===== src/hw/rtl/hpg_pkg.sv =====
// Hotplug governor package: field widths, event/action codes, state and result structs,
// and the profile threshold table. No dependencies.
`default_nettype none

package hpg_pkg;

    localparam int AVG_W   = 20;   // load fields
    localparam int KIND_W  = 3;
    localparam int MASK_W  = 4;
    localparam int ACT_W   = 3;
    localparam int LVL_W   = 3;
    localparam int HYST_W  = 5;
    localparam int PROF_W  = 3;
    localparam int IDLE_W  = 5;
    localparam int PERS_W  = 4;
    localparam int THR_W   = 6;    // scaled level threshold, max 56 at the top of the cap range
    localparam int SUM_W   = 7;    // threshold plus hysteresis
    localparam int CFG_IDX_W = 3;
    localparam int RAW_W   = 12;
    localparam int LVL_DIV = 100000;

    // event kinds
    localparam logic [KIND_W-1:0] KIND_TICK       = 3'd0;
    localparam logic [KIND_W-1:0] KIND_SCREEN_ON  = 3'd1;
    localparam logic [KIND_W-1:0] KIND_SCREEN_OFF = 3'd2;
    localparam logic [KIND_W-1:0] KIND_TOUCH      = 3'd3;
    localparam logic [KIND_W-1:0] KIND_LAZY_ENTER = 3'd4;
    localparam logic [KIND_W-1:0] KIND_LAZY_EXIT  = 3'd5;

    // actions
    localparam logic [ACT_W-1:0] ACT_NONE     = 3'd0;
    localparam logic [ACT_W-1:0] ACT_ALL_UP   = 3'd1;
    localparam logic [ACT_W-1:0] ACT_DOWN_SEL = 3'd2;
    localparam logic [ACT_W-1:0] ACT_ALL_DOWN = 3'd3;
    localparam logic [ACT_W-1:0] ACT_BOOST    = 3'd4;

    // profiles
    localparam logic [PROF_W-1:0] PROF_CONSERV  = 3'd2;
    localparam logic [PROF_W-1:0] PROF_ECO      = 3'd3;  // first single-threshold profile
    localparam logic [PROF_W-1:0] PROF_LAZY     = 3'd6;

    // config register indexes
    localparam logic [CFG_IDX_W-1:0] CFG_PLUG_EN   = 3'd0;
    localparam logic [CFG_IDX_W-1:0] CFG_TOUCH_EN  = 3'd1;
    localparam logic [CFG_IDX_W-1:0] CFG_PROFILE   = 3'd2;
    localparam logic [CFG_IDX_W-1:0] CFG_HYST      = 3'd3;
    localparam logic [CFG_IDX_W-1:0] CFG_CORE_THR  = 3'd4;

    typedef logic [7:0][2:0][RAW_W-1:0] t_raw_tab;
    typedef logic [7:0][2:0][THR_W-1:0] t_thr_tab;

    // per-profile level thresholds before scaling by the thread cap
    localparam t_raw_tab PROF_RAW = '{
        '{12'd0,    12'd0,    12'd0},     // 7: unused, acts as disable
        '{12'd2350, 12'd1875, 12'd995},   // 6: lazy
        '{12'd0,    12'd0,    12'd0},     // 5: disable
        '{12'd0,    12'd0,    12'd750},   // 4: eco extreme
        '{12'd0,    12'd0,    12'd380},   // 3: eco
        '{12'd2125, 12'd1625, 12'd875},   // 2: conservative
        '{12'd875,  12'd625,  12'd380},   // 1: performance
        '{12'd1125, 12'd875,  12'd625}    // 0: balance
    };

    // elaboration-time scaling of the table by the thread cap
    function automatic t_thr_tab thr_tab(int unsigned cap);
        t_thr_tab tab;
        int unsigned v;
        for (int p = 0; p < 8; p++) begin
            for (int l = 0; l < 3; l++) begin
                v = (cap * 32'(PROF_RAW[p][l]) * 4) / LVL_DIV;
                tab[p][l] = THR_W'(v);
            end
        end
        return tab;
    endfunction

    typedef struct packed {
        logic              plug_en;
        logic              touch_en;
    } t_ctrl_cfg;

    typedef struct packed {
        logic [LVL_W-1:0]  last_level;
        logic [IDLE_W-1:0] idle_ticks;
        logic [PERS_W-1:0] persist_ticks;
        logic              screen_off;
        logic              touch_seen;
        logic              lazy_active;
        logic [PROF_W-1:0] lazy_profile;
    } t_gov_state;

    typedef struct packed {
        logic [ACT_W-1:0]  action;
        logic [MASK_W-1:0] down_mask;
        logic [LVL_W-1:0]  load_level;
    } t_result;

endpackage

`default_nettype wire


===== src/hw/rtl/hpg_in_if.sv =====
// Input event channel: valid/ready plus one event word.
// Depends on hpg_pkg.
`default_nettype none

interface hpg_in_if import hpg_pkg::*; ();
    logic              valid;
    logic              ready;
    logic [KIND_W-1:0] kind;
    logic [AVG_W-1:0]  avg_load;
    logic [MASK_W-1:0] online_mask;
    logic              video_flag;
    logic [AVG_W-1:0]  load_core1;
    logic [AVG_W-1:0]  load_core2;
    logic [AVG_W-1:0]  load_core3;

    modport source (output valid, kind, avg_load, online_mask, video_flag,
                    load_core1, load_core2, load_core3, input ready);
    modport sink   (input valid, kind, avg_load, online_mask, video_flag,
                    load_core1, load_core2, load_core3, output ready);
endinterface

`default_nettype wire


===== src/hw/rtl/hpg_out_if.sv =====
// Result channel: valid/ready plus one decision word.
// Depends on hpg_pkg.
`default_nettype none

interface hpg_out_if import hpg_pkg::*; ();
    logic              valid;
    logic              ready;
    logic [ACT_W-1:0]  action;
    logic [MASK_W-1:0] down_mask;
    logic [LVL_W-1:0]  load_level;

    modport source (output valid, action, down_mask, load_level, input ready);
    modport sink   (input valid, action, down_mask, load_level, output ready);
endinterface

`default_nettype wire


===== src/hw/rtl/hpg_lvl_lane.sv =====
// One threshold lane: compares the average load against one scaled level threshold.
// Depends on hpg_pkg.
`default_nettype none

module hpg_lvl_lane import hpg_pkg::*; #(
    parameter int FRAC_BITS = 11,
    parameter int STD_SHIFT = 3
) (
    input  wire logic [AVG_W-1:0]  i_avg,
    input  wire logic [THR_W-1:0]  i_thr,
    input  wire logic [HYST_W-1:0] i_hyst,
    input  wire logic              i_add_hyst,
    input  wire logic              i_eco,
    output logic                   o_above
);
    localparam int CMP_W  = (AVG_W > SUM_W + FRAC_BITS) ? AVG_W : SUM_W + FRAC_BITS;
    localparam int SH_STD = FRAC_BITS - STD_SHIFT;
    localparam int SH_ECO = FRAC_BITS - 1;

    logic [SUM_W-1:0] w_sum;
    logic [CMP_W-1:0] w_lim;

    always_comb begin
        w_sum = SUM_W'(i_thr) + (i_add_hyst ? SUM_W'(i_hyst) : SUM_W'(0));
        w_lim = i_eco ? (CMP_W'(w_sum) << SH_ECO) : (CMP_W'(w_sum) << SH_STD);
        o_above = CMP_W'(i_avg) > w_lim;
    end
endmodule

`default_nettype wire


===== src/hw/rtl/hpg_core_lane.sv =====
// One core lane: flags an online core whose load is under the take-down threshold.
// Depends on hpg_pkg.
`default_nettype none

module hpg_core_lane import hpg_pkg::*; (
    input  wire logic             i_online,
    input  wire logic [AVG_W-1:0] i_load,
    input  wire logic [AVG_W-1:0] i_thr,
    output logic                  o_down
);
    assign o_down = i_online && (i_load < i_thr);
endmodule

`default_nettype wire


===== src/hw/rtl/hpg_ctrl.sv =====
// Merge stage: folds lane results into the load level, decides the action and next state.
// Depends on hpg_pkg.
`default_nettype none

module hpg_ctrl import hpg_pkg::*; #(
    parameter int CORES      = 4,
    parameter int IDLE_LIMIT = 19,
    parameter int BUSY_TICKS = 13
) (
    input  wire logic [KIND_W-1:0] i_kind,
    input  wire logic              i_video,
    input  wire logic [2:0]        i_above,
    input  wire logic              i_eco,
    input  wire logic [MASK_W-1:0] i_down,
    input  wire t_ctrl_cfg         i_cfg,
    input  wire t_gov_state        i_state,
    output t_gov_state             o_state,
    output t_result                o_result
);
    localparam logic [IDLE_W-1:0] IDLE_MAX  = IDLE_W'(IDLE_LIMIT);
    localparam logic [PERS_W-1:0] BUSY_LOAD = PERS_W'(BUSY_TICKS);
    localparam bit                MULTI     = (CORES > 2);

    logic [LVL_W-1:0]  w_level;
    logic [IDLE_W-1:0] w_idle;
    logic [PERS_W-1:0] w_pers;

    always_comb begin
        // level = first threshold not exceeded; single-threshold tables and builds of two cores or fewer stop at 2
        if (!i_above[0])
            w_level = LVL_W'(1);
        else if (!MULTI || i_eco || !i_above[1])
            w_level = LVL_W'(2);
        else if (!i_above[2])
            w_level = LVL_W'(3);
        else
            w_level = LVL_W'(4);

        w_pers = (i_state.persist_ticks != '0) ? i_state.persist_ticks - PERS_W'(1)
                                               : i_state.persist_ticks;
        w_idle = (i_state.idle_ticks < IDLE_MAX) ? i_state.idle_ticks + IDLE_W'(1)
                                                 : i_state.idle_ticks;

        o_state  = i_state;
        o_result = '0;

        case (i_kind)
            KIND_TICK: begin
                if (i_cfg.plug_en) begin
                    o_result.load_level = w_level;
                    o_state.last_level  = w_level;
                    if (!i_state.screen_off) begin
                        o_state.persist_ticks = w_pers;
                        if (w_level == LVL_W'(1)) begin
                            o_state.idle_ticks = w_idle;
                            if (w_idle == IDLE_MAX && w_pers == '0) begin
                                o_result.action    = ACT_DOWN_SEL;
                                o_result.down_mask = i_down;
                            end
                        end else begin
                            o_state.idle_ticks = '0;
                            o_result.action    = ACT_ALL_UP;
                        end
                    end
                end
            end
            KIND_SCREEN_ON: begin
                if (i_cfg.plug_en) begin
                    o_state.persist_ticks = BUSY_LOAD;
                    o_state.screen_off    = 1'b0;
                    o_result.action       = ACT_ALL_UP;
                end
            end
            KIND_SCREEN_OFF: begin
                if (i_cfg.plug_en) begin
                    o_state.screen_off = 1'b1;
                    o_state.touch_seen = 1'b0;
                    o_result.action    = ACT_ALL_DOWN;
                end
            end
            KIND_TOUCH: begin
                if (i_cfg.plug_en && i_cfg.touch_en && !i_state.lazy_active
                    && i_state.screen_off && !i_state.touch_seen) begin
                    o_state.idle_ticks = '0;
                    o_state.touch_seen = 1'b1;
                    o_result.action    = ACT_BOOST;
                end
            end
            KIND_LAZY_ENTER: begin
                if (!i_state.lazy_active) begin
                    o_state.lazy_active  = 1'b1;
                    o_state.lazy_profile = i_video ? PROF_CONSERV : PROF_LAZY;
                end
            end
            KIND_LAZY_EXIT: begin
                o_state.lazy_active = 1'b0;
            end
            default: begin
            end
        endcase
    end
endmodule

`default_nettype wire


===== src/hw/rtl/core_hotplug_governor.sv =====
// Core hotplug governor top: config registers, threshold and core lanes, merge, output skid.
// An accepted event word's decision word is registered in the output register, or in the skid if the output is stalled.
// Throughput: one word per cycle while the skid is empty; governor state updates in the accepting cycle.
// A two-entry output register/skid pair keeps input ready for one stalled result.
// Reset (synchronous, active low) clears governor state and output valid flags and loads config defaults.
`default_nettype none

module core_hotplug_governor import hpg_pkg::*; #(
    parameter int THREAD_CAP     = 200,
    parameter int LOAD_FRAC_BITS = 11,
    parameter int IDLE_LIMIT     = 19,
    parameter int BUSY_TICKS     = 13,
    parameter int CORES          = 4
) (
    input  wire logic                 i_clk,
    input  wire logic                 i_rst_n,
    input  wire logic                 i_cfg_we,
    input  wire logic [CFG_IDX_W-1:0] i_cfg_idx,
    input  wire logic [AVG_W-1:0]     i_cfg_data,
    hpg_in_if.sink                    i_in,
    hpg_out_if.source                 o_out
);
    // thresholds scaled by the thread cap at elaboration
    localparam t_thr_tab THR_TAB = thr_tab(THREAD_CAP);

    // ---------------- configuration registers ----------------
    logic              r_plug_en;
    logic              r_touch_en;
    logic [PROF_W-1:0] r_profile;
    logic [HYST_W-1:0] r_hyst;
    logic [AVG_W-1:0]  r_core_thr;

    always_ff @(posedge i_clk) begin
        if (!i_rst_n) begin
            r_plug_en  <= 1'b1;
            r_touch_en <= 1'b1;
            r_profile  <= '0;
            r_hyst     <= HYST_W'(8);
            r_core_thr <= AVG_W'(500);
        end else if (i_cfg_we) begin
            unique case (i_cfg_idx)
                CFG_PLUG_EN:  r_plug_en  <= i_cfg_data[0];
                CFG_TOUCH_EN: r_touch_en <= i_cfg_data[0];
                CFG_PROFILE:  r_profile  <= i_cfg_data[PROF_W-1:0];
                CFG_HYST:     r_hyst     <= i_cfg_data[HYST_W-1:0];
                CFG_CORE_THR: r_core_thr <= i_cfg_data;
                default: begin
                end
            endcase
        end
    end

    // ---------------- governor state ----------------
    t_gov_state r_state;
    t_gov_state n_state;
    logic       w_fire;

    assign w_fire = i_in.valid && i_in.ready;

    always_ff @(posedge i_clk) begin
        if (!i_rst_n)
            r_state <= '0;
        else if (w_fire)
            r_state <= n_state;
    end

    // lazy mode overrides the selected profile without touching the register
    logic [PROF_W-1:0] w_prof;
    logic              w_eco;

    assign w_prof = r_state.lazy_active ? r_state.lazy_profile : r_profile;
    assign w_eco  = (w_prof >= PROF_ECO);

    // ---------------- threshold lanes: one per level boundary ----------------
    logic [2:0] w_above;

    for (genvar l = 0; l < 3; l++) begin : g_lvl
        logic [THR_W-1:0] w_thr;
        logic             w_add;

        assign w_thr = THR_TAB[w_prof][l];
        // hysteresis applies when the previous level was not above this boundary
        assign w_add = (r_state.last_level <= LVL_W'(l + 1));

        hpg_lvl_lane #(
            .FRAC_BITS (LOAD_FRAC_BITS),
            .STD_SHIFT (CORES - 1)
        ) u_lane (
            .i_avg      (i_in.avg_load),
            .i_thr      (w_thr),
            .i_hyst     (r_hyst),
            .i_add_hyst (w_add),
            .i_eco      (w_eco),
            .o_above    (w_above[l])
        );
    end

    // ---------------- core lanes: cores 1..CORES-1 ----------------
    logic [AVG_W-1:0]  w_loads [1:3];
    logic [MASK_W-1:0] w_down;

    assign w_loads[1] = i_in.load_core1;
    assign w_loads[2] = i_in.load_core2;
    assign w_loads[3] = i_in.load_core3;
    assign w_down[0]  = 1'b0;   // core 0 always stays up

    for (genvar c = 1; c < MASK_W; c++) begin : g_core
        if (c < CORES) begin : g_on
            hpg_core_lane u_lane (
                .i_online (i_in.online_mask[c]),
                .i_load   (w_loads[c]),
                .i_thr    (r_core_thr),
                .o_down   (w_down[c])
            );
        end else begin : g_off
            assign w_down[c] = 1'b0;
        end
    end

    // ---------------- merge ----------------
    t_ctrl_cfg w_cfg;
    t_result   w_result;

    assign w_cfg.plug_en  = r_plug_en;
    assign w_cfg.touch_en = r_touch_en;

    hpg_ctrl #(
        .CORES      (CORES),
        .IDLE_LIMIT (IDLE_LIMIT),
        .BUSY_TICKS (BUSY_TICKS)
    ) u_ctrl (
        .i_kind   (i_in.kind),
        .i_video  (i_in.video_flag),
        .i_above  (w_above),
        .i_eco    (w_eco),
        .i_down   (w_down),
        .i_cfg    (w_cfg),
        .i_state  (r_state),
        .o_state  (n_state),
        .o_result (w_result)
    );

    // ---------------- output register + skid ----------------
    logic    r_out_valid, n_out_valid;
    logic    r_skid_valid, n_skid_valid;
    t_result r_out, r_skid;
    logic    w_take;
    logic    w_load_out, w_load_skid, w_skid_to_out;

    assign i_in.ready = !r_skid_valid;
    assign w_take     = r_out_valid && o_out.ready;

    always_comb begin
        w_skid_to_out = w_take && r_skid_valid;
        w_load_out    = w_fire && (!r_out_valid || w_take);
        w_load_skid   = w_fire && r_out_valid && !w_take;
        n_out_valid   = w_load_out || w_skid_to_out || (r_out_valid && !w_take);
        n_skid_valid  = w_load_skid || (r_skid_valid && !w_skid_to_out);
    end

    always_ff @(posedge i_clk) begin
        if (!i_rst_n) begin
            r_out_valid  <= 1'b0;
            r_skid_valid <= 1'b0;
        end else begin
            r_out_valid  <= n_out_valid;
            r_skid_valid <= n_skid_valid;
        end
    end

    always_ff @(posedge i_clk) begin
        if (w_skid_to_out)
            r_out <= r_skid;
        else if (w_load_out)
            r_out <= w_result;
        if (w_load_skid)
            r_skid <= w_result;
    end

    assign o_out.valid      = r_out_valid;
    assign o_out.action     = r_out.action;
    assign o_out.down_mask  = r_out.down_mask;
    assign o_out.load_level = r_out.load_level;
endmodule

`default_nettype wire

===== src/flat_wrapper.sv =====
// flat-port wrapper written by rule: the top's interface ports become plain ports
module core_hotplug_governor_flat import hpg_pkg::*;
#(
    parameter int THREAD_CAP     = 200,
    parameter int LOAD_FRAC_BITS = 11,
    parameter int IDLE_LIMIT     = 19,
    parameter int BUSY_TICKS     = 13,
    parameter int CORES          = 4
)
  (i_clk, i_rst_n, i_cfg_we, i_cfg_idx, i_cfg_data, i_in_valid, i_in_kind, i_in_avg_load, i_in_online_mask, i_in_video_flag, i_in_load_core1, i_in_load_core2, i_in_load_core3, i_in_ready, o_out_valid, o_out_action, o_out_down_mask, o_out_load_level, o_out_ready);
  hpg_in_if i_in_i ();
  hpg_out_if o_out_i ();
  input  wire logic i_clk;
  input  wire logic i_rst_n;
  input  wire logic i_cfg_we;
  input  wire logic [CFG_IDX_W-1:0] i_cfg_idx;
  input  wire logic [AVG_W-1:0] i_cfg_data;
  input wire logic [$bits(i_in_i.valid)-1:0] i_in_valid;
  input wire logic [$bits(i_in_i.kind)-1:0] i_in_kind;
  input wire logic [$bits(i_in_i.avg_load)-1:0] i_in_avg_load;
  input wire logic [$bits(i_in_i.online_mask)-1:0] i_in_online_mask;
  input wire logic [$bits(i_in_i.video_flag)-1:0] i_in_video_flag;
  input wire logic [$bits(i_in_i.load_core1)-1:0] i_in_load_core1;
  input wire logic [$bits(i_in_i.load_core2)-1:0] i_in_load_core2;
  input wire logic [$bits(i_in_i.load_core3)-1:0] i_in_load_core3;
  output wire logic [$bits(i_in_i.ready)-1:0] i_in_ready;
  output wire logic [$bits(o_out_i.valid)-1:0] o_out_valid;
  output wire logic [$bits(o_out_i.action)-1:0] o_out_action;
  output wire logic [$bits(o_out_i.down_mask)-1:0] o_out_down_mask;
  output wire logic [$bits(o_out_i.load_level)-1:0] o_out_load_level;
  input wire logic [$bits(o_out_i.ready)-1:0] o_out_ready;
  assign i_in_i.valid = i_in_valid;
  assign i_in_i.kind = i_in_kind;
  assign i_in_i.avg_load = i_in_avg_load;
  assign i_in_i.online_mask = i_in_online_mask;
  assign i_in_i.video_flag = i_in_video_flag;
  assign i_in_i.load_core1 = i_in_load_core1;
  assign i_in_i.load_core2 = i_in_load_core2;
  assign i_in_i.load_core3 = i_in_load_core3;
  assign i_in_ready = i_in_i.ready;
  assign o_out_valid = o_out_i.valid;
  assign o_out_action = o_out_i.action;
  assign o_out_down_mask = o_out_i.down_mask;
  assign o_out_load_level = o_out_i.load_level;
  assign o_out_i.ready = o_out_ready;
  core_hotplug_governor #(.THREAD_CAP(THREAD_CAP), .LOAD_FRAC_BITS(LOAD_FRAC_BITS), .IDLE_LIMIT(IDLE_LIMIT), .BUSY_TICKS(BUSY_TICKS), .CORES(CORES)) u_core (.i_clk(i_clk), .i_rst_n(i_rst_n), .i_cfg_we(i_cfg_we), .i_cfg_idx(i_cfg_idx), .i_cfg_data(i_cfg_data), .i_in(i_in_i), .o_out(o_out_i));
endmodule

===== config.mk =====
export PLATFORM = sky130hd
export DESIGN_NAME = core_hotplug_governor_flat
export DESIGN_NICKNAME = d
export VERILOG_FILES = /design/src/hw/rtl/hpg_pkg.sv /design/src/hw/rtl/hpg_in_if.sv /design/src/hw/rtl/hpg_out_if.sv /design/src/hw/rtl/hpg_lvl_lane.sv /design/src/hw/rtl/hpg_core_lane.sv /design/src/hw/rtl/hpg_ctrl.sv /design/src/hw/rtl/core_hotplug_governor.sv /design/src/flat_wrapper.sv
export SDC_FILE = /design/constraint.sdc
export NUM_CORES = 1
export LEC_CHECK = 0
export BUFFER_PORTS_ARGS = -buffer_cell sky130_fd_sc_hd__buf_2
export CAP_MARGIN = 10
export CORE_MARGIN = 2
export CORE_UTILIZATION = 45
export DETAILED_ROUTE_END_ITERATION = 7
export PLACE_DENSITY = 0.8
export RECOVER_POWER = 50
export SLEW_MARGIN = 20
export SYNTH_ARGS = -nofsm -noshare
export SYNTH_HDL_FRONTEND = slang
export SYNTH_SLANG_ARGS = --single-unit

===== constraint.sdc =====
create_clock -name i_clk -period 4.8 [get_ports i_clk]
set_input_delay 0 -clock i_clk [delete_from_list [all_inputs] [get_ports i_clk]]
set_output_delay 0 -clock i_clk [all_outputs]
set_load 0.02 [all_outputs]

=== After elaboration in Yosys (flattened, before gate mapping) ===
Memory sizes are Yosys's and may differ from the RTL's.
Cells that the tools add are included.

* Word-level logic and storage cells: 143
* RAM bits: 0
* Latch bits: 0
* Memories kept: 1
* Memory bits (read-only): 144
* Register bits after elaboration: 70
* Output and inout bits: 12

* Multiply operators: 0
* Div/mod/pow operators: 0
* Equality and inequality tests: 16
* Bitwise gates (word level): 1
* Shifts and indexed selects: 0
* Add/subtract/negate cells: 5
* Magnitude comparators: 12
* Reductions and logical operators: 50
* Mux-type cells: 38

{| class="wikitable"
|+ Memories
! name !! depth !! width !! rd ports !! clocked after memory_dff !! write ports !! RTL line !! source
|-
| (no name shown) || 8 || 18 || 1 || 0 || 0 || core_hotplug_governor.sv:81 || <nowiki>assign w_thr = THR_TAB[w_prof][l];</nowiki>
|}

{| class="wikitable"
|+ Operators with widths
! kind !! count
|-
| 20-bit > comparator || 3
|-
| 20-bit less-than comparator || 3
|-
| 17-bit two-way mux || 3
|-
| 5-bit two-way mux || 7
|-
| 10-bit two-way mux || 3
|-
| 6-bit by 7-bit adder with 7-bit output || 3
|-
| 18-bit two-way mux || 1
|-
| 3-bit two-way mux || 6
|-
| 9-bit two-way mux || 2
|-
| 1-bit logical AND || 16
|-
| 7-bit two-way mux || 2
|-
| 3-bit by 2-bit equality test with 1-bit output (second input constant) || 4
|-
| 3-bit one-hot mux with 4 select lines || 1
|-
| 2-bit AND reduction || 6
|-
| 2-bit nonzero test || 6
|-
| 5-bit one-hot mux with 2 select lines || 1
|-
| 5-bit AND reduction || 2
|-
| 3-bit by 1-bit equality test with 1-bit output (second input constant) || 3
|-
| 3-bit equality test (second input constant) || 3
|-
| 4-bit two-way mux || 2
|-
| 4-bit one-hot mux with 2 select lines || 1
|-
| 4-bit AND reduction || 2
|-
| 1-bit zero test || 7
|-
| 3-bit by 2-bit less-or-equal comparator with 1-bit output (second input constant) || 2
|-
| 19 further kinds || 33
|}

=== Longest topological paths before layout ===
Gate-level depths: netlist of run 1.

* Depth in word-level cells: 17
* Mapped depth: 19

=== Hierarchy ===
Synthesis of run 1 repeated with hierarchy kept, for this count alone.

* Cells, all modules: 816
* Area total of the unflattened synthesis: 6,667.6 µm²

{| class="wikitable"
|+ Modules (own cells, without submodules)
! module !! area each (µm²) !! cells each !! instances
|-
| core_hotplug_governor || 2,781.4 || 274 || 1
|-
| hpg_lvl_lane || 584.3 || 77 || 3
|-
| hpg_core_lane || 478.0 || 68 || 3
|-
| hpg_ctrl || 699.4 || 107 || 1
|}

=== Worst setup path before layout of run 1 ===
No wires, ideal clock.

* Kind: register to register
* Start point: register u_core.r_state[3] (netlist bit)
* End point: register u_core.r_out (netlist bit u_core.o_out.load_level[1]) (data pin)
* Setup time: 0.256 ns
* Clock period less this slack: 4.063 ns
* Required time: 4.544 ns
* Stages on the path, launching flop included: 19
* Setup slack: 0.737 ns
* Buffers on the path: 2
* Data arrival time: 3.806 ns
* Path through: dfxtp_1 -> clkbuf_1 -> nand2_1 -> o21ai_1 -> clkinv_1 -> clkbuf_1 -> ha_1 -> fa_1 -> a21o_1 -> a21oi_1 -> xnor2_1 -> a21oi_1 -> ha_1 -> and4_1 -> o21ai_0 -> a31oi_1 -> o21bai_1 -> or2_2 -> a22o_1

* Word-level cells in the longest chain between the ends: 14
* Elaborated cells on any way between the ends: 22
* Classes of those cells: add/sub: 3; order compare: 4; mux: 12; reduce/logical: 2; memory: 1

{| class="wikitable"
|+ RTL lines
! element !! RTL line !! source
|-
| from (decl) || core_hotplug_governor.sv:54 || <nowiki>t_gov_state r_state;</nowiki>
|-
| from (signal assigned) || core_hotplug_governor.sv:64 || <nowiki>r_state <= n_state;</nowiki>
|-
| 3-bit two-way mux (*) || core_hotplug_governor.sv:71 || <nowiki>assign w_prof = r_state.lazy_active ? r_state.lazy_profile : r_profile;</nowiki>
|-
| memory read 8 x 18 bit || - ||
|-
| 18-bit two-way mux (implied by the code) || core_hotplug_governor.sv:81 ||
|-
| 6-bit by 7-bit adder with 7-bit output || hpg_lvl_lane.sv:24 || <nowiki>w_sum = SUM_W'(i_thr) + (i_add_hyst ? SUM_W'(i_hyst) : SUM_W'(0));</nowiki>
|-
| 17-bit two-way mux || hpg_lvl_lane.sv:25 || <nowiki>w_lim = i_eco ? (CMP_W'(w_sum) << SH_ECO) : (CMP_W'(w_sum) << SH_STD);</nowiki>
|-
| 20-bit > comparator || hpg_lvl_lane.sv:26 || <nowiki>o_above = CMP_W'(i_avg) > w_lim;</nowiki>
|-
| 1-bit zero test || hpg_ctrl.sv:32 || <nowiki>else if (!MULTI || i_eco || !i_above[1])</nowiki>
|-
| 1-bit logical OR || hpg_ctrl.sv:32 ||
|-
| 3-bit two-way mux || hpg_ctrl.sv:32 ||
|-
| 3-bit two-way mux (*) || hpg_ctrl.sv:30 || <nowiki>if (!i_above[0])</nowiki>
|-
| 10-bit two-way mux (*) || hpg_ctrl.sv:49 || <nowiki>if (i_cfg.plug_en) begin</nowiki>
|-
| 7-bit two-way mux (*) || hpg_ctrl.sv:47 || <nowiki>case (i_kind)</nowiki>
|-
| 10-bit two-way mux (*) || core_hotplug_governor.sv:174 || <nowiki>else if (w_load_out)</nowiki>
|-
| 10-bit two-way mux (*) || core_hotplug_governor.sv:172 || <nowiki>if (w_skid_to_out)</nowiki>
|-
| to (signal assigned) || core_hotplug_governor.sv:173 || <nowiki>r_out <= r_skid;</nowiki>
|-
| to (signal assigned) || core_hotplug_governor.sv:175 || <nowiki>r_out <= w_result;</nowiki>
|-
| to (decl) || core_hotplug_governor.sv:146 || <nowiki>t_result r_out, r_skid;</nowiki>
|}

Every way passes the cells marked *; elsewhere a longest branch is shown, timed or not. The select of a mux whose other input is x is not followed.
A chain may end at the register's enable or synchronous reset.

=== Final worst setup path of run 1 ===
* Start point: register u_core.r_profile[1]
* End point: register u_core.r_out (netlist bit u_core.o_out.load_level[1]) (data pin)

* Word-level cells in the longest chain between the ends: 14
* Elaborated cells on any way between the ends: 22
* Classes of those cells: add/sub: 3; order compare: 4; mux: 12; reduce/logical: 2; memory: 1

{| class="wikitable"
|+ RTL lines
! element !! RTL line !! source
|-
| from (decl) || core_hotplug_governor.sv:29 || <nowiki>logic [PROF_W-1:0] r_profile;</nowiki>
|-
| from (signal assigned) || core_hotplug_governor.sv:44 || <nowiki>CFG_PROFILE: r_profile <= i_cfg_data[PROF_W-1:0];</nowiki>
|-
| 3-bit two-way mux (*) || core_hotplug_governor.sv:71 ||
|-
| memory read 8 x 18 bit || - ||
|-
| 18-bit two-way mux (implied by the code) || core_hotplug_governor.sv:81 ||
|-
| 6-bit by 7-bit adder with 7-bit output || hpg_lvl_lane.sv:24 ||
|-
| 17-bit two-way mux || hpg_lvl_lane.sv:25 ||
|-
| 20-bit > comparator || hpg_lvl_lane.sv:26 ||
|-
| 1-bit zero test || hpg_ctrl.sv:32 ||
|-
| 1-bit logical OR || hpg_ctrl.sv:32 ||
|-
| 3-bit two-way mux || hpg_ctrl.sv:32 ||
|-
| 3-bit two-way mux (*) || hpg_ctrl.sv:30 ||
|-
| 10-bit two-way mux (*) || hpg_ctrl.sv:49 ||
|-
| 7-bit two-way mux (*) || hpg_ctrl.sv:47 ||
|-
| 10-bit two-way mux (*) || core_hotplug_governor.sv:174 ||
|-
| 10-bit two-way mux (*) || core_hotplug_governor.sv:172 ||
|}

Marks and branches as above.

==> results of run 1 <==
## power breakdown
| part | leakage, nW | internal [mW] | switching [mW] |
|---|---|---|---|
| Sequential | 0.561 | 0.599 | 0.0110 |
| Combinational | 2.33 | 0.146 | 0.176 |
| Clock | 0.148 | 0.450 | 0.232 |
| Total | 3.04 | 1.19 | 0.419 |
## layout make-up
cell class              count  area (um^2)  share of cell area
multi-input cells         550         3825              0.5549
well taps                 168        210.2             0.03050
flip-flops and latches     67         1521              0.2207
clock inverters             6        80.08             0.01162
repair buffers            152        864.6              0.1254
inverters                  42        157.7             0.02287
clock buffers              10        229.0             0.03322
diodes                      2        5.005           0.0007261
## cell usage in the layout (no fill, tap or decap), types with 4 or more instances in the layout
master,instances
sky130_fd_sc_hd__buf_2,111
sky130_fd_sc_hd__ha_1,95
sky130_fd_sc_hd__nand2_1,90
sky130_fd_sc_hd__a21oi_1,78
sky130_fd_sc_hd__dfxtp_1,49
sky130_fd_sc_hd__nor2_1,43
sky130_fd_sc_hd__inv_1,40
sky130_fd_sc_hd__o21ai_0,38
sky130_fd_sc_hd__dlygate4sd3_1,23
sky130_fd_sc_hd__nand2b_1,18
sky130_fd_sc_hd__edfxtp_1,18
sky130_fd_sc_hd__nand3_1,16
sky130_fd_sc_hd__clkbuf_1,16
sky130_fd_sc_hd__o211ai_1,14
sky130_fd_sc_hd__nand4_1,13
sky130_fd_sc_hd__mux2i_1,12
sky130_fd_sc_hd__a21o_1,11
sky130_fd_sc_hd__nor3b_1,9
sky130_fd_sc_hd__clkbuf_16,9
sky130_fd_sc_hd__nor3_1,8
sky130_fd_sc_hd__a31oi_1,8
sky130_fd_sc_hd__and4_1,8
sky130_fd_sc_hd__nor2b_1,7
sky130_fd_sc_hd__xnor2_1,7
sky130_fd_sc_hd__nor4_1,6
sky130_fd_sc_hd__a211oi_1,5
sky130_fd_sc_hd__clkinv_1,4
sky130_fd_sc_hd__xor2_1,4
sky130_fd_sc_hd__and2_1,4
sky130_fd_sc_hd__o31ai_1,4
## per-layer routing
metal / global-route usage / share of wire / routed length [um]
met5: 0 / 0 / 0
met4: 0.07871 / 0.026 / 363
met3: 0.03818 / 0.043 / 604
met2: 0.3446 / 0.46 / 6500
met1: 0.2819 / 0.47 / 6519
## critical path: cells and delay by family, from the launching register on
kind,cells,cell delay (ps)
AO/OA/AOI/OAI,9,1710
XOR/XNOR,1,160
adder cells (fa/ha/maj),3,970
buffers and inverters,1,200
flip-flops,1,400
AND/OR/NAND/NOR,2,560
## cell families after synthesis
family | after synthesis
AND/OR/NAND/NOR | 245
AO/OA/AOI/OAI | 182
adder cells (fa/ha/maj) | 98
flip-flops | 67
buffers and inverters | 64
multiplexers | 13
XOR/XNOR | 11
other | 1
## registers in the layout, summed over array words and instances (netlist names)
signal	count
u_core.o_out.action	3
u_core.o_out.down_mask	3
u_core.o_out.load_level	3
u_core.o_out.valid	1
u_core.r_core_thr	20
u_core.r_hyst	5
u_core.r_plug_en	1
u_core.r_profile	3
u_core.r_skid	9
u_core.r_skid_valid	1
u_core.r_state	17
u_core.r_touch_en	1
## worst max-delay path by stage
stage                                            end  slack (ps)  cells past startpoint
final                     u_core.o_out.load_level[1]         570                     16
after CTS                 u_core.o_out.load_level[1]         620                     16
after global routing      u_core.o_out.load_level[1]         260                     16
after floorplan           u_core.o_out.load_level[1]         740                     18
after detailed placement  u_core.o_out.load_level[1]         630                     16
after global placement    u_core.o_out.load_level[1]         710                     16
==> results.py, run 1 <==
metrics = {
    "placed_design": {
        "post-dp-hpwl_um": 11050,
        "globalplace.congestion": 0.8678,
        "io_buffers": 125,
        "postPlaceCellArea_um2": 6370,
        "placed_cells_incl_taps": 956,
        "pre_cts_slack_ps": 632.6,
    },
    "setup_path": {
        "worstPathRequired_ps": 4880,
        "critical_path.max_stage_delay_ps": 500,
        "r2r_start": "u_core.r_profile[1]",
        "timing.critical_path.from_type": "flop",
        "rr_worst_depth": 16,
        "worst-setup-path-type": "flop to flop",
        "cp_data_arrival_time_ps": 4310,
        "critical-path-slowest-cell": "sky130_fd_sc_hd__o21ai_1",
        "worstPathCellList": "a21oi_1, o21ai_1, clkinv_1, ha_1, fa_1, a21o_1, a21oi_1, xnor2_1, a21oi_1, ha_1, and4_1, o21ai_0, a31oi_1, o21bai_1, or2_2, a22o_1",
        "cpMostUsedCell": "sky130_fd_sc_hd__a21oi_1",
        "timing.reg2reg.setup_slack_ps": 570,
        "crit-reg2reg-capture": "u_core.o_out.load_level[1]",
        "startpoint_of_the_most_critical_setup_path": "u_core.r_profile[1]",
        "path_max_fanout": 8,
        "end_kind": "flop",
    },
    "min_path": {
        "worstHoldEndpoint": "u_core.r_state[5]",
        "worst_hold_class": "primary input to flop",
        "min_delay_path_depth": 3,
        "hold_start": "i_in_valid",
    },
    "die": {
        "design.core.area_um2": 12060,
        "die_y_extent_um": 115.6,
        "design.portCount": 128,
        "initial_core_util": 0.4645,
        "die_width_um": 115.6,
        "die-area_um2": 13360,
        "std_cell_rows": 40,
    },
    "layout": {
        "post_route_cells_drive_above_1_share": 0.1681,
        "finalNetCount": 1036,
        "fin_util": 0.5715,
        "fin_cells": 997,
        "filler_cell_count": 1055,
        "area_delta_synth_final_pct": 23.02,
        "design_area_um2": 6893,
    },
    "run_status": {
        "outcome": "finished, final reports clean",
    },
    "logic_synthesis": {
        "muxShareOfSynthArea": 0.02345,
        "synth.cell_area_um2": 5603,
        "synthXorXnorAreaFrac": 0.01720,
        "synth_largest_type_area_fraction": 0.2121,
        "number_of_nets_produced_by_synthesis": 895,
        "yosys.area.top_type": "sky130_fd_sc_hd__ha_1",
        "number_of_enable_type_register_cells_in_the_synthesized_netlist": 18,
        "yosysMostFrequentCell": "sky130_fd_sc_hd__ha_1",
        "postSynthAreaPerCell_um2": 8.227,
        "asyncSetResetFlopFracSynth": 0,
        "synth_adder_area_share": 0.2229,
        "sequential_area_share_after_synthesis": 0.2715,
        "largest_family_of_logic_cells_by_synthesized_area": "simple AND/OR/NAND/NOR gates",
        "synth_seq_cells": 67,
        "yosys_cell_types": 63,
        "yosys.area_share.simple": 0.2247,
        "synth_top_cells_by_area": "sky130_fd_sc_hd__ha_1 21%, sky130_fd_sc_hd__dfxtp_1 18%, sky130_fd_sc_hd__edfxtp_1 9.6%, sky130_fd_sc_hd__a21oi_1 7.0%, sky130_fd_sc_hd__nand2_1 6.0%",
        "yosysWarningCount": 0,
        "synthesis.instances": 681,
        "synth.top_cells.by_count": "95 x sky130_fd_sc_hd__ha_1, 90 x sky130_fd_sc_hd__nand2_1, 78 x sky130_fd_sc_hd__a21oi_1, 49 x sky130_fd_sc_hd__dfxtp_1, 43 x sky130_fd_sc_hd__nor2_1",
        "synth_compound_gate_area_share": 0.1938,
        "synth_top_flop_cell": "sky130_fd_sc_hd__dfxtp_1",
    },
    "job": {
        "timing.max_cap.violations": 0,
    },
    "drt": {
        "drt-wirelength-per-cell_um": 14.03,
        "via_count": 5339,
        "drt_first_iter_violations": 283,
        "vias_cell": 5.355,
        "drtAntennaViolNets": 0,
        "drc": 0,
        "drt_pre_antenna_iters": 4,
        "route.final.wire_length_um": 13990,
    },
    "grt": {
        "grt_first_pass_wirelength_um": 22540,
        "antenna_found_initial": 2,
        "largest_net_degree_at_the_start_of_global_routing": 31,
        "gr-total-overflow": 0,
        "via_count_of_the_first_global_routing_pass": 4834,
        "gr-usage-all-layers": 0.2120,
    },
    "cts": {
        "cts_hold_repair.buffers": 23,
        "clock_tree_from_tritoncts": "done",
        "postCtsSetupRepairBufs": 0,
        "cts_buffer_depth": 2,
        "cts-buffers-inserted": 9,
        "cts_max_level": 3,
        "numClockSinks": 67,
        "clock_pin_slew_on_the_worst_setup_and_hold_paths_ps": 50,
        "worst_skew_pair.late_latency_ps": 330,
        "cts_root_buf": "sky130_fd_sc_hd__clkbuf_16",
        "cts-resized-gates": 0,
    },
    "timing": {
        "maxSlewHeadroom": 0.09369,
        "timing.fmax_mhz": 236.4,
        "finalCriticalPeriod_ps": 4229,
        "rsz0062_at_grt": "no",
        "worst_slew_pin_slew_ps": 1359,
        "min_period_over_period": 0.8811,
        "hold_viol_final": 0,
        "finalClockSkew_ps": 5.212,
        "timing.final.setup_violations": 0,
        "setup_ws_ps": 570.6,
        "tns_ps": 0,
        "report.final.slew_viol_count": 0,
        "fin_hold_ws_ps": 36.28,
    },
    "pwr": {
        "vdd.ir_drop.worst_mv": 0.1390,
        "power.total_mw": 1.613,
        "power_leakage_nw": 3.037,
        "pd_cells_nw_per_um2": 234.1,
    },
}
Power figures use the tool's default switching activity.
==> inputs of run 2 (changes only) <==
--- a/config.mk
+++ b/config.mk
@@ -8,9 +8,9 @@
 export BUFFER_PORTS_ARGS = -buffer_cell sky130_fd_sc_hd__buf_2
 export CAP_MARGIN = 10
 export CORE_MARGIN = 2
-export CORE_UTILIZATION = 45
+export CORE_UTILIZATION = 40
 export DETAILED_ROUTE_END_ITERATION = 7
-export PLACE_DENSITY = 0.8
+export PLACE_DENSITY = 0.74
 export RECOVER_POWER = 50
 export SLEW_MARGIN = 20
 export SYNTH_ARGS = -nofsm -noshare
==> run 2 against run 1 <==
Flip-flop and latch count unchanged. Non-clock buffer count unchanged. Global-route usage down 2.1 points. Total power down 0.37%. Sequential power about the same. Clock-buffer cell count unchanged. Utilization down 7.0 points. Critical path type unchanged. Largest power group unchanged.
==> results.py, run 2 (synthesized netlist as in run 1, its figures left out) <==
metrics = {
    "drt": {
        "drt_first_iter_violations": 235,
        "drt-wirelength-per-cell_um": 13.83,
        "drc": 0,
        "drtAntennaViolNets": 0,
        "drt_pre_antenna_iters": 5,
        "via_count": 5260,
        "route.final.wire_length_um": 13930,
        "vias_cell": 5.223,
    },
    "pwr": {
        "vdd.ir_drop.worst_mv": 0.1477,
        "pd_cells_nw_per_um2": 232.7,
        "power_leakage_nw": 3.041,
    },
    "cts": {
        "postCtsSetupRepairBufs": 0,
        "cts-buffers-inserted": 9,
        "worst_skew_pair.late_latency_ps": 330,
        "clock_tree_from_tritoncts": "done",
        "cts_root_buf": "sky130_fd_sc_hd__clkbuf_16",
        "cts_max_level": 3,
        "numClockSinks": 67,
        "clock_pin_slew_on_the_worst_setup_and_hold_paths_ps": 50,
        "cts_buffer_depth": 2,
        "cts-resized-gates": 0,
    },
    "grt": {
        "largest_net_degree_at_the_start_of_global_routing": 37,
        "via_count_of_the_first_global_routing_pass": 5004,
        "gr-usage-all-layers": 0.1910,
        "antenna_found_initial": 0,
        "grt_first_pass_wirelength_um": 23030,
        "gr-total-overflow": 0,
    },
    "layout": {
        "multi_input_comb_area_um2": 3825,
        "filler_cell_count": 1343,
        "number_of_flip_flops_in_the_largest_register": 20,
        "post_route_cells_drive_above_1_share": 0.1693,
        "area_delta_synth_final_pct": 23.27,
        "finalNetCount": 1036,
        "max_flop_register": "u_core.r_core_thr",
        "diodes": 0,
        "reg.largest.list": "u_core.r_core_thr: 20 flops, u_core.r_state: 17 flops, u_core.r_skid: 9 flops",
        "ff_latch_area_um2": 1521,
        "layout.cells.most_common_list": "111 x sky130_fd_sc_hd__buf_2, 95 x sky130_fd_sc_hd__ha_1, 90 x sky130_fd_sc_hd__nand2_1",
        "mostFrequentLayoutCell": "sky130_fd_sc_hd__buf_2",
    },
    "setup_path": {
        "timing.critical_path.from_type": "flop",
        "path_max_fanout": 11,
        "worst-setup-path-type": "flop to flop",
        "cp_data_arrival_time_ps": 4400,
        "worstPathRequired_ps": 4870,
        "end_kind": "flop",
    },
    "timing": {
        "timing.fmax_mhz": 230.8,
        "finalCriticalPeriod_ps": 4332,
        "min_period_over_period": 0.9025,
        "rsz0062_at_grt": "no",
        "fin_hold_ws_ps": 40.93,
        "report.final.slew_viol_count": 0,
        "finalClockSkew_ps": 8.480,
        "timing.final.setup_violations": 0,
        "worst_slew_pin_slew_ps": 910.0,
        "hold_viol_final": 0,
        "maxSlewHeadroom": 0.3933,
        "tns_ps": 0,
    },
    "placed_design": {
        "post-dp-hpwl_um": 11090,
        "io_buffers": 125,
        "globalplace.congestion": 0.8802,
    },
    "run_status": {
        "outcome": "finished, final reports clean",
    },
    "die": {
        "design.portCount": 128,
        "die-area_um2": 14970,
        "design.core.area_um2": 13770,
        "std_cell_rows": 43,
        "initial_core_util": 0.4068,
        "die_y_extent_um": 122.4,
        "die_width_um": 122.4,
    },
    "job": {
        "timing.max_cap.violations": 0,
    },
    "min_path": {
        "worst_hold_class": "primary input to flop",
    },
}
==> run 2: changes by cell type in the layout (fill, tap and decap cells not counted), sizes merged <==
cell    change
buf         +1
clkbuf      -1
diode       -2
==> run 2: cell type report <==
| class | count | share of cell area |
|---|---|---|
| tap | 180 | 0.03261 |
| clock buffer | 10 | 0.03315 |
| timing repair buffer | 152 | 0.1257 |
| inverter | 42 | 0.02283 |
| clock inverter | 6 | 0.01159 |
| sequential | 67 | 0.2203 |
| multi-input combinational | 550 | 0.5538 |
==> run 2: worst max-delay path, cell delays in order, from the launching register on <==
cell	delay, ps
sky130_fd_sc_hd__dfxtp_1	530
sky130_fd_sc_hd__mux2i_1	340
sky130_fd_sc_hd__nand2b_1	150
sky130_fd_sc_hd__ha_1	160
sky130_fd_sc_hd__inv_1	60
sky130_fd_sc_hd__fa_1	400
sky130_fd_sc_hd__nor2b_1	120
sky130_fd_sc_hd__o21ai_0	100
sky130_fd_sc_hd__xnor2_1	150
sky130_fd_sc_hd__or3_1	330
sky130_fd_sc_hd__ha_1	290
sky130_fd_sc_hd__nand2_1	60
sky130_fd_sc_hd__or4_1	520
sky130_fd_sc_hd__o211ai_1	290
sky130_fd_sc_hd__o21ai_0	270
sky130_fd_sc_hd__mux2_2	320
==> run 2: path summary, 6_finish.rpt <==
path              cells past startpoint                  start  slack (ps)                endpoint
hold reg to reg                       2  u_core.r_core_thr[17]         450   u_core.r_core_thr[17]
hold / removal                        2                i_rst_n          40       u_core.r_touch_en
setup / recovery                     15      u_core.r_state[3]         470  u_core.o_out.action[0]
setup reg to reg                     15      u_core.r_state[3]         470  u_core.o_out.action[0]
==> run 2: power by group <==
group	leakage, nW	internal, mW	switching [mW]
combinational	2.33	0.146	0.173
sequential	0.561	0.599	0.0108
clock	0.148	0.450	0.229
==> run 2: stage by stage <==
stage	instance area [um^2]	setup slack, ps	instances	utilization	total power, mW
6_report	6907	468.1	1007	0.5015	1.607
3_5_place_dp	6385	525.4	968	0.4636	0.9251
3_3_place_gp	6385	656.3	968	0.4636	0.9194
4_1_cts	6924	506.5	1007	0.5027	1.623
2_1_floorplan	5603	737.3	681	-	0.8162
5_1_grt	6907	123.0	1007	0.5015	1.695
==> run 2: layer usage <==
layer	up-vias	GRT usage	part of all wire
met3	14	0.03717	0.045
met4	0	0.04957	0.013
li1	2766	-	-
met1	2361	0.2564	0.48
met5	-	0	0
met2	119	0.3142	0.46
==> run 2: timing repair <==
item                                    in CTS  in global routing
endpoints found under the setup margin       0                  0
hold buffers                                23                  0
hold endpoints to repair                    32                  0
==> inputs of run 3 (changes only) <==
--- a/config.mk
+++ b/config.mk
@@ -9,9 +9,11 @@
 export CAP_MARGIN = 10
 export CORE_MARGIN = 2
 export CORE_UTILIZATION = 40
+export CTS_CLUSTER_DIAMETER = 40
 export DETAILED_ROUTE_END_ITERATION = 7
 export PLACE_DENSITY = 0.74
 export RECOVER_POWER = 50
+export SKIP_LAST_GASP = 1
 export SLEW_MARGIN = 20
 export SYNTH_ARGS = -nofsm -noshare
 export SYNTH_HDL_FRONTEND = slang
==> constraint.sdc (replaced) <==
create_clock -name i_clk -period 4.2 [get_ports i_clk]
set_input_delay 0 -clock i_clk [delete_from_list [all_inputs] [get_ports i_clk]]
set_output_delay 0 -clock i_clk [all_outputs]
set_load 0.02 [all_outputs]
==> run 3 against run 2 <==
Worst hold slack improved by 6.4 ps. Clock-buffer cell count stayed put. First-iteration DRC count is 2.6% lower. Register-to-register slack worse by 250 ps. Total power grew 19%. Sequential power rose by 14%. Clock power is 25% higher. Via count increased by 1.7%. Critical path depth unchanged. Maximum frequency up 8.7%. Combinational power is 16% higher.
==> results.py, run 3 (synthesized netlist as in run 1, its figures left out) <==
metrics = {
    "run_status": {
        "outcome": "finished, final reports clean",
    },
    "die": {
        "design.core.area_um2": 13770,
        "design.portCount": 128,
        "die-area_um2": 14970,
        "initial_core_util": 0.4068,
        "die_y_extent_um": 122.4,
        "die_width_um": 122.4,
        "std_cell_rows": 43,
    },
    "cts": {
        "cts-buffers-inserted": 9,
        "clock_tree_from_tritoncts": "done",
        "cts_buffer_depth": 2,
        "cts_root_buf": "sky130_fd_sc_hd__clkbuf_16",
        "clock_pin_slew_on_the_worst_setup_and_hold_paths_ps": 50,
        "worst_skew_pair.late_latency_ps": 330,
        "cts_max_level": 3,
        "numClockSinks": 67,
    },
    "pwr": {
        "pd_cells_nw_per_um2": 274.1,
        "vdd.ir_drop.worst_mv": 0.1795,
        "power_leakage_nw": 3.078,
    },
    "grt": {
        "via_count_of_the_first_global_routing_pass": 5020,
        "antenna_found_initial": 2,
        "gr-total-overflow": 0,
        "grt_first_pass_wirelength_um": 23050,
        "largest_net_degree_at_the_start_of_global_routing": 30,
        "gr-usage-all-layers": 0.1923,
    },
    "layout": {
        "area_delta_synth_final_pct": 24.83,
        "fin_cells": 1011,
        "ff_latch_area_um2": 1526,
        "reg.largest.list": "u_core.r_core_thr: 20 flops, u_core.r_state: 17 flops, u_core.r_skid: 9 flops",
        "filler_cell_count": 1351,
        "layout.cells.most_common_list": "109 x sky130_fd_sc_hd__buf_2, 95 x sky130_fd_sc_hd__ha_1, 90 x sky130_fd_sc_hd__nand2_1",
        "post_route_cells_drive_above_1_share": 0.1795,
        "number_of_flip_flops_in_the_largest_register": 20,
        "finalNetCount": 1039,
        "multi_input_comb_area_um2": 3856,
        "mostFrequentLayoutCell": "sky130_fd_sc_hd__buf_2",
        "max_flop_register": "u_core.r_core_thr",
    },
    "timing": {
        "setup_ws_ps": 214.4,
        "hold_viol_final": 0,
        "maxSlewHeadroom": 0.04124,
        "finalCriticalPeriod_ps": 3986,
        "report.final.slew_viol_count": 0,
        "tns_ps": 0,
        "timing.fmax_mhz": 250.9,
        "timing.final.setup_violations": 0,
        "worst_slew_pin_slew_ps": 1438,
        "finalClockSkew_ps": 5.855,
        "rsz0062_at_grt": "yes",
        "min_period_over_period": 0.9489,
    },
    "drt": {
        "drt_pre_antenna_iters": 5,
        "drtAntennaViolNets": 0,
        "drt_first_iter_violations": 229,
        "drc": 0,
        "via_count": 5350,
        "drt-wirelength-per-cell_um": 13.92,
        "vias_cell": 5.292,
        "route.final.wire_length_um": 14080,
    },
    "setup_path": {
        "cp_data_arrival_time_ps": 4060,
        "worstPathCellList": "mux2i_2, nand2b_1, ha_1, inv_1, fa_1, nor2b_1, o21ai_0, xnor2_1, or3_1, ha_1, nand2_1, or4_1, o211ai_1, o21ai_1, mux2_2",
        "r2r_start": "u_core.r_state[3]",
        "crit-reg2reg-capture": "u_core.o_out.action[0]",
        "timing.reg2reg.setup_slack_ps": 210,
        "cpMostUsedCell": "sky130_fd_sc_hd__ha_1",
        "worst-setup-path-type": "flop to flop",
        "path_max_fanout": 11,
        "end_kind": "flop",
        "rr_worst_depth": 15,
        "timing.critical_path.from_type": "flop",
        "critical-path-slowest-cell": "sky130_fd_sc_hd__or4_1",
        "critical_path.max_stage_delay_ps": 510,
        "worstPathRequired_ps": 4270,
    },
    "placed_design": {
        "placed_cells_incl_taps": 970,
        "pre_cts_slack_ps": 13.08,
        "post-dp-hpwl_um": 11260,
        "globalplace.congestion": 0.8617,
        "io_buffers": 125,
    },
    "min_path": {
        "min_delay_path_depth": 3,
        "worstHoldEndpoint": "u_core.r_skid_valid",
        "hold_start": "i_in_valid",
        "worst_hold_class": "primary input to flop",
    },
    "job": {
        "timing.max_cap.violations": 0,
    },
}
==> run 3: cell types whose count changed in the layout (fill, tap and decap cells not counted), sizes merged <==
cell	change
clkinvlp	-1
bufinv	+1
clkbuf	+3
diode	+1
==> run 3: timing repair <==
| action | CTS | global route |
|---|---|---|
| hold endpoints to repair | 31 | 0 |
| hold buffers | 23 | 0 |
| pin swaps | 0 | 4 |
| setup buffers | 0 | 1 |
| endpoints found under the setup margin | 1 | 5 |
| resized for setup | 1 | 9 |
==> run 3: how the worst max path moves through the flow <==
stage                      start                          to  slack [ps]  cells after the start
2_1_floorplan  u_core.r_state[3]  u_core.o_out.load_level[1]         140                     18
3_3_place_gp   u_core.r_state[3]      u_core.o_out.action[0]         180                     15
3_5_place_dp   u_core.r_state[3]      u_core.o_out.action[0]          10                     15
4_1_cts        u_core.r_state[3]      u_core.o_out.action[0]         120                     15
5_1_grt        u_core.r_state[3]   u_core.o_out.down_mask[2]         -60                     15
6_report       u_core.r_state[3]      u_core.o_out.action[0]         210                     15
==> run 3: final cells by class <==
cell class / instances / share of cell area
clock inverter: 6 / 0.01467
timing repair buffer: 155 / 0.1265
clock buffer: 10 / 0.03417
multi-input combinational: 550 / 0.5513
tap: 180 / 0.03220
sequential: 67 / 0.2182
inverter: 42 / 0.02254
antenna: 1 / 0.0003578
==> run 3: layer usage <==
layer	wire (um)	share of wire	GRT usage
met5	0	0	0
met1	6517	0.46	0.2527
met3	749	0.053	0.03113
met2	6527	0.46	0.3260
met4	281	0.020	0.05388
==> run 3: through the flow <==
stage	power, mW	instance area (um^2)	hold slack (ps)	utilization
2_1_floorplan	0.9328	5603	95.61	-
3_3_place_gp	1.054	6400	204.0	0.4647
3_5_place_dp	1.062	6400	203.1	0.4647
4_1_cts	1.934	6973	24.31	0.5063
5_1_grt	2.011	6994	41.25	0.5078
6_report	1.917	6994	47.31	0.5078
==> run 3: worst max-delay path, delay by kind of cell, from the launching register on <==
kind | cells | cell delay, ps
flops | 1 | 420
xor+xnor | 1 | 150
fa+ha+maj | 3 | 830
buf+inv | 1 | 50
simple gates | 5 | 1130
compound gates | 3 | 570
mux | 2 | 580
==> run 3: power by group <==
group          switching (mW)  total (mW)  internal (mW)
Clock                   0.259       0.849          0.590
Combinational           0.201       0.370          0.169
Sequential             0.0131       0.698          0.685
Total                   0.473        1.92           1.44
